**src/hw/rtl/spcp_pkg.sv**
```systemverilog
`timescale 1ns / 1ps
// ----------------------------------------------------------------------------
// spcp_pkg
// Shared constants and types of the serial pin command parser: line length,
// character codes, action codes and the result record.
// ----------------------------------------------------------------------------
package spcp_pkg;

	// Longest kept line; bytes beyond it are not counted and are dropped.
	localparam int LINE_MAX = 63;
	localparam int CNT_W    = $clog2(LINE_MAX + 1);

	// Characters the parser looks at.
	localparam logic [7:0] CH_NUL   = 8'h00;
	localparam logic [7:0] CH_TAB   = 8'h09;
	localparam logic [7:0] CH_LF    = 8'h0A;
	localparam logic [7:0] CH_VT    = 8'h0B;
	localparam logic [7:0] CH_FF    = 8'h0C;
	localparam logic [7:0] CH_CR    = 8'h0D;
	localparam logic [7:0] CH_SPACE = 8'h20;
	localparam logic [7:0] CH_PLUS  = 8'h2B;
	localparam logic [7:0] CH_MINUS = 8'h2D;
	localparam logic [7:0] CH_ZERO  = 8'h30;
	localparam logic [7:0] CH_NINE  = 8'h39;
	localparam logic [7:0] CH_COLON = 8'h3A;
	localparam logic [7:0] CH_UA    = 8'h41;
	localparam logic [7:0] CH_UE    = 8'h45;
	localparam logic [7:0] CH_UG    = 8'h47;
	localparam logic [7:0] CH_UI    = 8'h49;
	localparam logic [7:0] CH_UL    = 8'h4C;
	localparam logic [7:0] CH_UN    = 8'h4E;
	localparam logic [7:0] CH_UP    = 8'h50;
	localparam logic [7:0] CH_US    = 8'h53;
	localparam logic [7:0] CH_UT    = 8'h54;
	localparam logic [7:0] CH_UU    = 8'h55;
	localparam logic [7:0] CH_LA    = 8'h61;

	// Action codes of a result.
	localparam logic [1:0] ACT_PONG  = 2'd0;
	localparam logic [1:0] ACT_PULSE = 2'd1;
	localparam logic [1:0] ACT_SET   = 2'd2;

	typedef struct packed {
		logic [1:0] action;
		logic       port_sel;
		logic [3:0] pin_index;
		logic       level;
	} result_t;

endpackage

```
**src/hw/rtl/spcp_in_reg.sv**
```systemverilog
`timescale 1ns / 1ps
// ----------------------------------------------------------------------------
// spcp_in_reg
// Input register: holds one received byte until the parser consumes it.
// ----------------------------------------------------------------------------
module spcp_in_reg (
	input  logic       clk,
	input  logic       arst_n,
	input  logic       in_valid,
	output logic       in_ready,
	input  logic [7:0] rx_byte,
	input  logic       advance,
	output logic       valid_s1,
	output logic [7:0] byte_s1
);
	import spcp_pkg::*;

	// The register can take a new byte when empty or when its byte leaves now.
	assign in_ready = !valid_s1 || advance;

	always_ff @(posedge clk or negedge arst_n) begin
		if (!arst_n) begin
			valid_s1 <= 1'b0;
		end else if (in_ready) begin
			valid_s1 <= in_valid;
		end
	end

	always_ff @(posedge clk) begin
		if (in_ready && in_valid) begin
			byte_s1 <= rx_byte;
		end
	end

endmodule

```
**src/hw/rtl/spcp_parser.sv**
```systemverilog
`timescale 1ns / 1ps
// ----------------------------------------------------------------------------
// spcp_parser
// Byte-wise line parser: keeps the per-line state and decides, on a line
// end, whether the line held a valid command.
// ----------------------------------------------------------------------------
module spcp_parser (
	input  logic                clk,
	input  logic                arst_n,
	input  logic                valid,
	input  logic [7:0]          byte_in,
	input  logic                step,
	output logic                res_valid,
	output spcp_pkg::result_t   res
);
	import spcp_pkg::*;

	localparam logic [4:0] PH_START    = 5'd0;
	localparam logic [4:0] PH_P        = 5'd1;
	localparam logic [4:0] PH_PI       = 5'd2;
	localparam logic [4:0] PH_PIN      = 5'd3;
	localparam logic [4:0] PH_PU       = 5'd4;
	localparam logic [4:0] PH_PUL      = 5'd5;
	localparam logic [4:0] PH_PULS     = 5'd6;
	localparam logic [4:0] PH_PULSE    = 5'd7;
	localparam logic [4:0] PH_S        = 5'd8;
	localparam logic [4:0] PH_SE       = 5'd9;
	localparam logic [4:0] PH_SET      = 5'd10;
	localparam logic [4:0] PH_SKIP     = 5'd11;
	localparam logic [4:0] PH_PORT     = 5'd12;
	localparam logic [4:0] PH_N1_PRE   = 5'd13;
	localparam logic [4:0] PH_N1_SIGN  = 5'd14;
	localparam logic [4:0] PH_N1_DIG   = 5'd15;
	localparam logic [4:0] PH_PULSE_OK = 5'd16;
	localparam logic [4:0] PH_N2_PRE   = 5'd17;
	localparam logic [4:0] PH_N2_SIGN  = 5'd18;
	localparam logic [4:0] PH_N2_DIG   = 5'd19;
	localparam logic [4:0] PH_SET_OK   = 5'd20;
	localparam logic [4:0] PH_PONG_OK  = 5'd21;
	localparam logic [4:0] PH_DEAD     = 5'd22;

	localparam logic [1:0] KIND_NONE  = 2'd0;
	localparam logic [1:0] KIND_PULSE = 2'd1;
	localparam logic [1:0] KIND_SET   = 2'd2;
	localparam logic [1:0] KIND_PING  = 2'd3;

	logic [CNT_W-1:0] count_q,  count_d;
	logic [4:0]       phase_q,  phase_d;
	logic [1:0]       kind_q,   kind_d;
	logic             port_b_q, port_b_d;
	logic [4:0]       pin_q,    pin_d;
	logic             neg_q,    neg_d;
	logic             lvl_q,    lvl_d;
	logic             ended_q,  ended_d;

	logic       is_eol;
	logic       is_blank;
	logic       is_digit;
	logic       is_sign;
	logic [7:0] pin_next;
	logic [4:0] pin_sat;
	logic       pin_ok;
	logic       pulse_ok;
	logic       set_ok;

	assign is_eol   = byte_in == CH_CR || byte_in == CH_LF;
	assign is_blank = byte_in == CH_SPACE || byte_in == CH_TAB ||
	                  byte_in == CH_VT || byte_in == CH_FF;
	assign is_digit = byte_in >= CH_ZERO && byte_in <= CH_NINE;
	assign is_sign  = byte_in == CH_PLUS || byte_in == CH_MINUS;

	// Pin magnitude times ten plus the new digit, held at 16 once past 15.
	assign pin_next = {pin_q, 3'b000} + {2'b00, pin_q, 1'b0} + {4'b0000, byte_in[3:0]};
	assign pin_sat  = (pin_next > 8'd15) ? 5'd16 : pin_next[4:0];

	// Minus zero is the only negative pin that passes.
	assign pin_ok   = pin_q <= 5'd15 && (!neg_q || pin_q == 5'd0);
	assign pulse_ok = kind_q == KIND_PULSE && pin_ok &&
	                  (phase_q == PH_N1_DIG || phase_q == PH_PULSE_OK);
	assign set_ok   = kind_q == KIND_SET && pin_ok &&
	                  (phase_q == PH_N2_DIG || phase_q == PH_SET_OK);

	always_comb begin
		res_valid = 1'b0;
		res       = '0;
		if (valid && is_eol && count_q != '0) begin
			priority if (phase_q == PH_PONG_OK) begin
				res_valid  = 1'b1;
				res.action = ACT_PONG;
			end else if (pulse_ok) begin
				res_valid     = 1'b1;
				res.action    = ACT_PULSE;
				res.port_sel  = port_b_q;
				res.pin_index = pin_q[3:0];
			end else if (set_ok) begin
				res_valid     = 1'b1;
				res.action    = ACT_SET;
				res.port_sel  = port_b_q;
				res.pin_index = pin_q[3:0];
				res.level     = lvl_q;
			end else begin
				res_valid = 1'b0;
			end
		end
	end

	always_comb begin
		count_d  = count_q;
		phase_d  = phase_q;
		kind_d   = kind_q;
		port_b_d = port_b_q;
		pin_d    = pin_q;
		neg_d    = neg_q;
		lvl_d    = lvl_q;
		ended_d  = ended_q;
		if (is_eol) begin
			// An empty line leaves everything as it is.
			if (count_q != '0) begin
				count_d  = '0;
				phase_d  = PH_START;
				kind_d   = KIND_NONE;
				port_b_d = 1'b0;
				pin_d    = '0;
				neg_d    = 1'b0;
				lvl_d    = 1'b0;
				ended_d  = 1'b0;
			end
		end else if (count_q < CNT_W'(LINE_MAX)) begin
			count_d = count_q + 1'b1;
			if (!ended_q) begin
				if (byte_in == CH_NUL) begin
					ended_d = 1'b1;
				end else begin
					unique case (phase_q)
						PH_START: begin
							phase_d = (byte_in == CH_UP) ? PH_P :
							          (byte_in == CH_US) ? PH_S : PH_DEAD;
						end
						PH_P: begin
							phase_d = (byte_in == CH_UI) ? PH_PI :
							          (byte_in == CH_UU) ? PH_PU : PH_DEAD;
						end
						PH_PI:   phase_d = (byte_in == CH_UN) ? PH_PIN : PH_DEAD;
						PH_PIN: begin
							if (byte_in == CH_UG) begin
								phase_d = PH_PONG_OK;
								kind_d  = KIND_PING;
							end else begin
								phase_d = PH_DEAD;
							end
						end
						PH_PU:   phase_d = (byte_in == CH_UL) ? PH_PUL : PH_DEAD;
						PH_PUL:  phase_d = (byte_in == CH_US) ? PH_PULS : PH_DEAD;
						PH_PULS: phase_d = (byte_in == CH_UE) ? PH_PULSE : PH_DEAD;
						PH_PULSE: begin
							if (byte_in == CH_COLON) begin
								phase_d = PH_SKIP;
								kind_d  = KIND_PULSE;
							end else begin
								phase_d = PH_DEAD;
							end
						end
						PH_S:  phase_d = (byte_in == CH_UE) ? PH_SE : PH_DEAD;
						PH_SE: phase_d = (byte_in == CH_UT) ? PH_SET : PH_DEAD;
						PH_SET: begin
							if (byte_in == CH_COLON) begin
								phase_d = PH_SKIP;
								kind_d  = KIND_SET;
							end else begin
								phase_d = PH_DEAD;
							end
						end
						// The letter after the colon is taken without a check.
						PH_SKIP: phase_d = PH_PORT;
						PH_PORT: begin
							port_b_d = !(byte_in == CH_UA || byte_in == CH_LA);
							phase_d  = PH_N1_PRE;
						end
						PH_N1_PRE, PH_N1_SIGN: begin
							if (phase_q == PH_N1_PRE && is_blank) begin
								phase_d = PH_N1_PRE;
							end else if (phase_q == PH_N1_PRE && is_sign) begin
								neg_d   = byte_in == CH_MINUS;
								phase_d = PH_N1_SIGN;
							end else if (is_digit) begin
								pin_d   = pin_sat;
								phase_d = PH_N1_DIG;
							end else begin
								phase_d = PH_DEAD;
							end
						end
						PH_N1_DIG: begin
							if (is_digit) begin
								pin_d = pin_sat;
							end else if (kind_q == KIND_PULSE) begin
								phase_d = PH_PULSE_OK;
							end else begin
								phase_d = (byte_in == CH_COLON) ? PH_N2_PRE : PH_DEAD;
							end
						end
						PH_N2_PRE, PH_N2_SIGN, PH_N2_DIG: begin
							if (phase_q == PH_N2_PRE && is_blank) begin
								phase_d = PH_N2_PRE;
							end else if (phase_q == PH_N2_PRE && is_sign) begin
								phase_d = PH_N2_SIGN;
							end else if (is_digit) begin
								if (byte_in != CH_ZERO) begin
									lvl_d = 1'b1;
								end
								phase_d = PH_N2_DIG;
							end else begin
								phase_d = (phase_q == PH_N2_DIG) ? PH_SET_OK : PH_DEAD;
							end
						end
						default: phase_d = phase_q;
					endcase
				end
			end
		end
	end

	always_ff @(posedge clk or negedge arst_n) begin
		if (!arst_n) begin
			count_q  <= '0;
			phase_q  <= PH_START;
			kind_q   <= KIND_NONE;
			port_b_q <= 1'b0;
			pin_q    <= '0;
			neg_q    <= 1'b0;
			lvl_q    <= 1'b0;
			ended_q  <= 1'b0;
		end else if (step) begin
			count_q  <= count_d;
			phase_q  <= phase_d;
			kind_q   <= kind_d;
			port_b_q <= port_b_d;
			pin_q    <= pin_d;
			neg_q    <= neg_d;
			lvl_q    <= lvl_d;
			ended_q  <= ended_d;
		end
	end

	a_res_only_on_eol: assert property (@(posedge clk) disable iff (!arst_n)
		res_valid |-> (valid && is_eol && count_q != '0))
		else $error("result raised on a byte that does not end a line");

	a_eol_clears_line: assert property (@(posedge clk) disable iff (!arst_n)
		(step && is_eol && count_q != '0) |=> (count_q == '0 && phase_q == PH_START))
		else $error("line state not cleared after a line end");

	a_count_bounded: assert property (@(posedge clk) disable iff (!arst_n)
		count_q <= CNT_W'(LINE_MAX))
		else $error("kept character count past the line limit");

	a_pin_saturates: assert property (@(posedge clk) disable iff (!arst_n)
		pin_q <= 5'd16)
		else $error("pin magnitude past its saturation value");

	a_ended_holds_phase: assert property (@(posedge clk) disable iff (!arst_n)
		(step && ended_q && !is_eol) |=> $stable(phase_q))
		else $error("parser moved after a zero byte ended the content");

endmodule

```
**src/hw/rtl/spcp_out_reg.sv**
```systemverilog
`timescale 1ns / 1ps
// ----------------------------------------------------------------------------
// spcp_out_reg
// Result register: holds one decoded command until the consumer takes it.
// ----------------------------------------------------------------------------
module spcp_out_reg (
	input  logic              clk,
	input  logic              arst_n,
	input  logic              load,
	input  spcp_pkg::result_t res,
	output logic              slot_free,
	output logic              out_valid,
	input  logic              out_ready,
	output logic [1:0]        action,
	output logic              port_sel,
	output logic [3:0]        pin_index,
	output logic              level
);
	import spcp_pkg::*;

	logic    valid_q;
	result_t res_q;

	assign slot_free = !valid_q || out_ready;

	always_ff @(posedge clk or negedge arst_n) begin
		if (!arst_n) begin
			valid_q <= 1'b0;
		end else if (load) begin
			valid_q <= 1'b1;
		end else if (out_ready) begin
			valid_q <= 1'b0;
		end
	end

	always_ff @(posedge clk) begin
		if (load) begin
			res_q <= res;
		end
	end

	assign out_valid = valid_q;
	assign action    = res_q.action;
	assign port_sel  = res_q.port_sel;
	assign pin_index = res_q.pin_index;
	assign level     = res_q.level;

endmodule

```
**src/hw/rtl/serial_pin_command_parser.sv**
```systemverilog
`timescale 1ns / 1ps
// ----------------------------------------------------------------------------
// serial_pin_command_parser
// Parses received serial text lines into pong, pulse-pin and set-pin commands.
// ----------------------------------------------------------------------------
// The block takes one byte per clock cycle unless the input side stalls. Each
// accepted byte is held in an input register while the line parser updates its
// per-line state; a CR or LF that closes a line holding a valid PING,
// PULSE:P<port><n> or SET:P<port><n>:<v> command loads the result register,
// and out_valid is driven from that register, not combinationally.
// Only a line end whose result meets a full, unread result register waits, and
// then the input side stalls until the consumer takes the earlier transaction.
module serial_pin_command_parser (
	input  logic       clk,
	input  logic       arst_n,
	input  logic       in_valid,
	output logic       in_ready,
	input  logic [7:0] rx_byte,
	output logic       out_valid,
	input  logic       out_ready,
	output logic [1:0] action,
	output logic       port_sel,
	output logic [3:0] pin_index,
	output logic       level
);
	import spcp_pkg::*;

	logic       valid_s1;
	logic [7:0] byte_s1;
	logic       advance;
	logic       res_valid;
	result_t    res;
	logic       slot_free;

	// A byte moves on unless it carries a result and the result register is busy.
	assign advance = valid_s1 && (!res_valid || slot_free);

	spcp_in_reg u_in_reg (
		.clk      (clk),
		.arst_n   (arst_n),
		.in_valid (in_valid),
		.in_ready (in_ready),
		.rx_byte  (rx_byte),
		.advance  (advance),
		.valid_s1 (valid_s1),
		.byte_s1  (byte_s1)
	);

	spcp_parser u_parser (
		.clk       (clk),
		.arst_n    (arst_n),
		.valid     (valid_s1),
		.byte_in   (byte_s1),
		.step      (advance),
		.res_valid (res_valid),
		.res       (res)
	);

	spcp_out_reg u_out_reg (
		.clk       (clk),
		.arst_n    (arst_n),
		.load      (advance && res_valid),
		.res       (res),
		.slot_free (slot_free),
		.out_valid (out_valid),
		.out_ready (out_ready),
		.action    (action),
		.port_sel  (port_sel),
		.pin_index (pin_index),
		.level     (level)
	);

endmodule
```
**config.mk**
```make
export PLATFORM = sky130hd
export DESIGN_NAME = serial_pin_command_parser
export DESIGN_NICKNAME = d
export VERILOG_FILES = /design/src/hw/rtl/spcp_pkg.sv /design/src/hw/rtl/spcp_in_reg.sv /design/src/hw/rtl/spcp_parser.sv /design/src/hw/rtl/spcp_out_reg.sv /design/src/hw/rtl/serial_pin_command_parser.sv
export SDC_FILE = /design/constraint.sdc
export NUM_CORES = 1
export LEC_CHECK = 0
export ABC_AREA = 0
export BUFFER_PORTS_ARGS = -buffer_cell sky130_fd_sc_hd__buf_2
export CAP_MARGIN = 0
export CORE_MARGIN = 4
export CORE_UTILIZATION = 39
export DETAILED_ROUTE_END_ITERATION = 7
export SETUP_SLACK_MARGIN = 0.1
export SLEW_MARGIN = 25
export SYNTH_ARGS = -nofsm -noshare
export SYNTH_HDL_FRONTEND = slang
export SYNTH_HIERARCHICAL = 1
export SYNTH_SLANG_ARGS = --single-unit
```
**constraint.sdc**
```tcl
create_clock -name clk -period 4.4 [get_ports clk]
set_input_delay 0.88 -clock clk [delete_from_list [all_inputs] [get_ports clk]]
set_output_delay 0.88 -clock clk [all_outputs]
set_load 0.05 [all_outputs]
```
# Word level (Yosys, flattened, before mapping)
# Index checks and enable logic that the tools add are counted.
# totals
ff_bits,40
inputBits,12
output_inout_bits,10
# op_classes
add_sub_neg,3
order_cmp,5
eq_ne,56
mux,83
n_bitwise,2
reduce_logical,60
# op_table
cell,count
$mux 5,32
$eq 8x7->1 const B,11
$pmux 5 s15,1
$eq 5x4->1 const B,8
$eq 8x4->1 const B,5
$eq 8x6->1 const B,4
$mux 1,32
$eq 5x5->1 const B,6
$mux 6,4
$eq 5x3->1 const B,4
$mux 2,10
$reduce_and 8->1,2
$reduce_bool 16->1,1
$reduce_bool 2->1,8
$logic_and 1x1->1,15
$logic_or 1x1->1,12
$eq 5x2->1 const B,2
$logic_not 5->1,2
$pmux 5 s2,1
$reduce_and 10->1,1
$ne 3x1->1 const B,3
$ne 3x2->1 const B,3
$reduce_and 9->1,1
$add 8x4->8,1
other kinds (28),40

# Depth between registers and ports, before layout
# depth
word_depth,14
ltp_mapped,13
mapped_depth_nobuf,12

# By module
# Netlist, hierarchy kept.
# by_module_without_submodules
module,n_inst,cells_per_inst,area_per_inst_um2,seq_area_each_um2
spcp_parser,1,333,2590.0,550.5
spcp_in_reg,1,12,294.0,265.3
spcp_out_reg,1,11,287.8,265.3
serial_pin_command_parser,1,3,18.8,0.0

# Worst setup path after synthesis
# OpenSTA, ideal clock, no wires.
# synth_timing
path_type,reg-to-output
startpoint,register u_parser.phase_q[2]
endpoint,output port in_ready
arrival_ps,1840
required_time_ps,3520
setup_slack_ps,1680
path_stages_with_launch,10
path_buffers,2
cell_sequence,dfrtp_1 > clkbuf_1 > clkbuf_1 > nor2b_1 > a21oi_1 > nor2_1 > o21ai_0 > a21oi_1 > a21boi_1 > nand2b_4
# synth_via
elab_chain_len,11
elab_cells_between_ends,17
classes_between,eq/ne: 5; mux: 4; reduce/logical: 8
# synth_lines
item,line_no,source
"start, declared",spcp_parser.sv:48,"logic [4:0] phase_q, phase_d;"
"start signal, assigned",spcp_parser.sv:234,phase_q <= phase_d;
$eq 5x5->1,spcp_parser.sv:81,(phase_q == PH_N2_DIG || phase_q == PH_SET_OK);
$logic_or 1x1->1,spcp_parser.sv:81,
$logic_and 1x1->1,spcp_parser.sv:80,assign set_ok = kind_q == KIND_SET && pin_ok &&
$mux 1,spcp_parser.sv:95,end else if (set_ok) begin
$mux 1,spcp_parser.sv:90,end else if (pulse_ok) begin
$mux 1 (*),spcp_parser.sv:87,priority if (phase_q == PH_PONG_OK) begin
$mux 1 (*),spcp_parser.sv:86,if (valid && is_eol && count_q != '0) begin
net res_valid,serial_pin_command_parser.sv:31,logic res_valid;
$logic_not 1->1 (*),serial_pin_command_parser.sv:36,assign advance = valid_s1 && (!res_valid || slot_free);
$logic_or 1x1->1 (*),serial_pin_command_parser.sv:36,
$logic_and 1x1->1 (*),serial_pin_command_parser.sv:36,
net advance,serial_pin_command_parser.sv:30,logic advance;
$logic_or 1x1->1 (*),spcp_in_reg.sv:19,assign in_ready = !valid_s1 || advance;
"end, declared",serial_pin_command_parser.sv:17,"output logic in_ready,"
# Mark *: on every way through the listed nets, which the timed path passes. The rest lies on a longest branch.

# Final worst setup path
# layout_timing
startpoint,register u_parser.phase_q[4]
endpoint,output port in_ready
# The elaborated chain is that of the path after synthesis.

==> flow_summary.json <==
{
  "cts.reportedPaths.clkPinSlew_ps": 90,
  "arrival_ps": 2830,
  "grt_pass1_wl_um": 14000,
  "ys_async_sr_fraction": 0.600,
  "r2r_end": "u_parser/phase_q[4]",
  "rsz0062_at_grt": "no",
  "max_slew.worst_pin.slew_ps": 919,
  "htreeDepth": 2,
  "detail-route-antenna-nets": 0,
  "hp-class": "register to register",
  "post_dp_cell_area_sq_mm": 0.00337,
  "leakage_nw": 1.39,
  "dominantRegCellSynth": "dfrtp_1",
  "start_util": 0.407,
  "hold-path-endpoint": "u_parser/port_b_q",
  "start_kind": "register",
  "cellPowerDensity_mw_per_mm2": 385,
  "reg2reg_depth": 11,
  "clock_sinks": 40,
  "grt_pass1_vias": 2693,
  "path_buf_inv": 2,
  "ir_drop_mv": 0.217,
  "synth.avg_cell_area_sq_um": 8.89,
  "cts_root_buffer": "clkbuf_8",
  "routedWlPerCell_um": 17.8,
  "finalSetupTns_ps": 0,
  "synth_top_area_cell": "dfrtp_1",
  "nFillCells": 810,
  "totalWireLength_um": 8390,
  "grt_max_degree": 25,
  "critical_path_class": "register to primary output",
  "grt_overflow": 0,
  "clock_latency_ps": 300,
  "crit_cells": 9,
  "die-width_um": 98.5,
  "syn_nets": 384,
  "drive_above_1_share": 0.154,
  "drt_pass1_iterations": 5,
  "slew-limit-headroom": 0.382,
  "min_period_over_period": 0.844,
  "grt_usage": 0.177,
  "viasPerCell": 6.01,
  "drc": 0,
  "min_from": "u_parser/port_b_q",
  "cts_tree": "yes",
  "critical_path_required_ps": 3520,
  "outcome": "finished clean",
  "drv_slew": 0,
  "synth_cell_types": 75,
  "die_h_um": 98.5,
  "port_buffers": 21,
  "cts_buffers": 5,
  "antenna_found_initial": 0,
  "end_kind": "primary output",
  "synth_area_leaders": "dfrtp_1 (19%), edfxtp_1 (15%), ha_1 (4.3%)",
  "cp_cell_sequence": "nor3b_1 > nand2_1 > a21boi_0 > o21ai_0 > a21oi_1 > a21boi_1 > buf_4 > nand2b_4 > buf_2",
  "num_rows": 32,
  "ys_ff_latch": 40,
  "cts_setup_buffers": 0,
  "io_pins": 22,
  "synth_area_sq_mm": 0.00319,
  "timing.rr.start": "u_in_reg/byte_s1[2]",
  "hpwl_um": 6220,
  "fin_area_sq_mm": 0.00345,
  "area_delta_synth_final_pct": 8.24,
  "yosysWarnings": 6,
  "whs_path_depth": 1,
  "dr.first_iter.drc_count": 277,
  "critPathTopFamily": "flip-flops",
  "fin_total_pwr_w": 0.00133,
  "die_area_sq_mm": 0.00969,
  "finalCriticalPeriod_ps": 3710,
  "hold_buffers": 0,
  "cp_slowest_cell": "dfrtp_1",
  "num_antenna_cells": 0,
  "finalHoldViolations": 0,
  "finalNetCount": 394,
  "ys_seq_area_frac": 0.339,
  "max_clock_freq_mhz": 269,
  "final-seq-area_sq_mm": 0.00108,
  "synthCells": 359,
  "maxCapViolations": 0,
  "r2r_slack_ps": 1110,
  "routabilityCongestion": 0.928,
  "core_area_sq_mm": 0.00785,
  "crit_fanout": 23,
  "clock_path_buffers": 2,
  "max_stage_delay_ps": 780,
  "multi_input_area_sq_mm": 0.00198,
  "cts_resized": 0,
  "vias": 2837,
  "setup_violations": 0,
  "yosysTopAreaCellShare": 0.188,
  "synth_edf_count": 16,
  "skew_ps": 8.36
}
[final cells by class]
| class | count | area share |
|---|---|---|
| multi-input combinational | 286 | 0.574 |
| sequential | 40 | 0.313 |
| timing repair buffer | 25 | 0.0391 |
| tap | 102 | 0.0370 |
| clock buffer | 5 | 0.0199 |
| inverter | 11 | 0.0120 |
| clock inverter | 3 | 0.00543 |
[stage by stage]
| step | worst slack (ps) | hold slack, ps | util | instances |
|---|---|---|---|---|
| floorplan | 1680 | 458 | - | 359 |
| detailed placement | 1090 | 486 | 0.429 | 464 |
| global route | 370 | 523 | 0.440 | 472 |
| CTS | 728 | 505 | 0.440 | 472 |
| finish | 688 | 501 | 0.440 | 472 |
| global placement | 1160 | 476 | 0.429 | 464 |
[cells in the mapped netlist (8+ instances only)]
| master | count |
|---|---|
| nor2_1 | 26 |
| nand2_1 | 25 |
| dfrtp_1 | 24 |
| o21ai_0 | 21 |
| a21oi_1 | 16 |
| edfxtp_1 | 16 |
| nor3_1 | 16 |
| clkbuf_1 | 14 |
| nand3_1 | 13 |
| nand2b_1 | 12 |
| ha_1 | 11 |
| inv_1 | 11 |
| nor4_1 | 10 |
| and2_1 | 8 |
[sequential cells by signal, indices dropped and copies added, names as in the netlist]
signal	count
u_out_reg/pin_index	4
u_parser/ended_q	1
u_parser/neg_q	1
u_parser/count_q	6
u_out_reg/level	1
u_in_reg/byte_s1	8
u_out_reg/port_sel	1
u_parser/kind_q	2
u_parser/phase_q	5
u_parser/lvl_q	1
u_parser/pin_q	5
u_out_reg/action	2
u_in_reg/valid_s1	1
u_parser/port_b_q	1
u_out_reg/out_valid	1
[routing by layer]
metal  share of wire  up-vias  GRT usage  wire [um]
met1            0.49     1351      0.258       4080
met2            0.44      102      0.267       3700
met5               0        -          0          0
met3           0.054       14     0.0326        453
met4           0.020        0     0.0578        167
li1                -     1370          -          -
[worst max path at each step]
| stage | startpoint | end | slack [ps] |
|---|---|---|---|
| 2_1_floorplan | u_parser/phase_q[2] | in_ready | 1680 |
| 3_3_place_gp | u_parser/phase_q[4] | in_ready | 1160 |
| 3_5_place_dp | u_parser/phase_q[4] | in_ready | 1090 |
| 4_1_cts | u_parser/phase_q[4] | in_ready | 730 |
| 5_1_grt | u_parser/phase_q[4] | in_ready | 370 |
| 6_report | u_parser/phase_q[4] | in_ready | 690 |
[cells by family (layout without fill, tap and decap cells)]
| kind of cell | Yosys count | count (layout) | synth area share |
|---|---|---|---|
| simple gates | 172 | 172 | 0.327 |
| compound gates | 91 | 91 | 0.205 |
| flops | 40 | 40 | 0.339 |
| buf+inv | 33 | 44 | 0.0404 |
| fa+ha+maj | 13 | 13 | 0.0557 |
| xor+xnor | 7 | 7 | 0.0192 |
| mux | 3 | 3 | 0.0137 |
[cell usage in the layout (no fill, tap or decap), types with 4 or more instances in the layout]
cell,netlist,layout
o31ai_1,5,5
a211oi_1,6,6
dfrtp_1,24,24
buf_2,4,21
or2_2,4,4
clkbuf_8,0,5
and2_1,8,8
nand4_1,5,5
nand3_1,13,13
o211ai_1,6,6
and3b_1,4,4
xor2_1,6,6
inv_1,11,11
and3_1,5,5
a22o_1,5,5
nor3b_1,5,5
nor2_1,26,26
nand2b_1,12,12
nor4_1,10,10
ha_1,11,11
nor3_1,16,16
a21oi_1,16,16
edfxtp_1,16,16
buf_4,0,4
nand2_1,25,25
nor2b_1,6,6
o21ai_0,21,21
[power breakdown]
part           switching [W]  leakage [nW]  internal (W)  total [W]
Clock               0.000140        0.0479      0.000111   0.000251
Sequential          0.000140         0.479      0.000443   0.000582
Combinational       0.000276         0.867      0.000220   0.000496
Total               0.000556          1.39      0.000773    0.00133
Note: power is estimated with default switching activity, not from simulation.
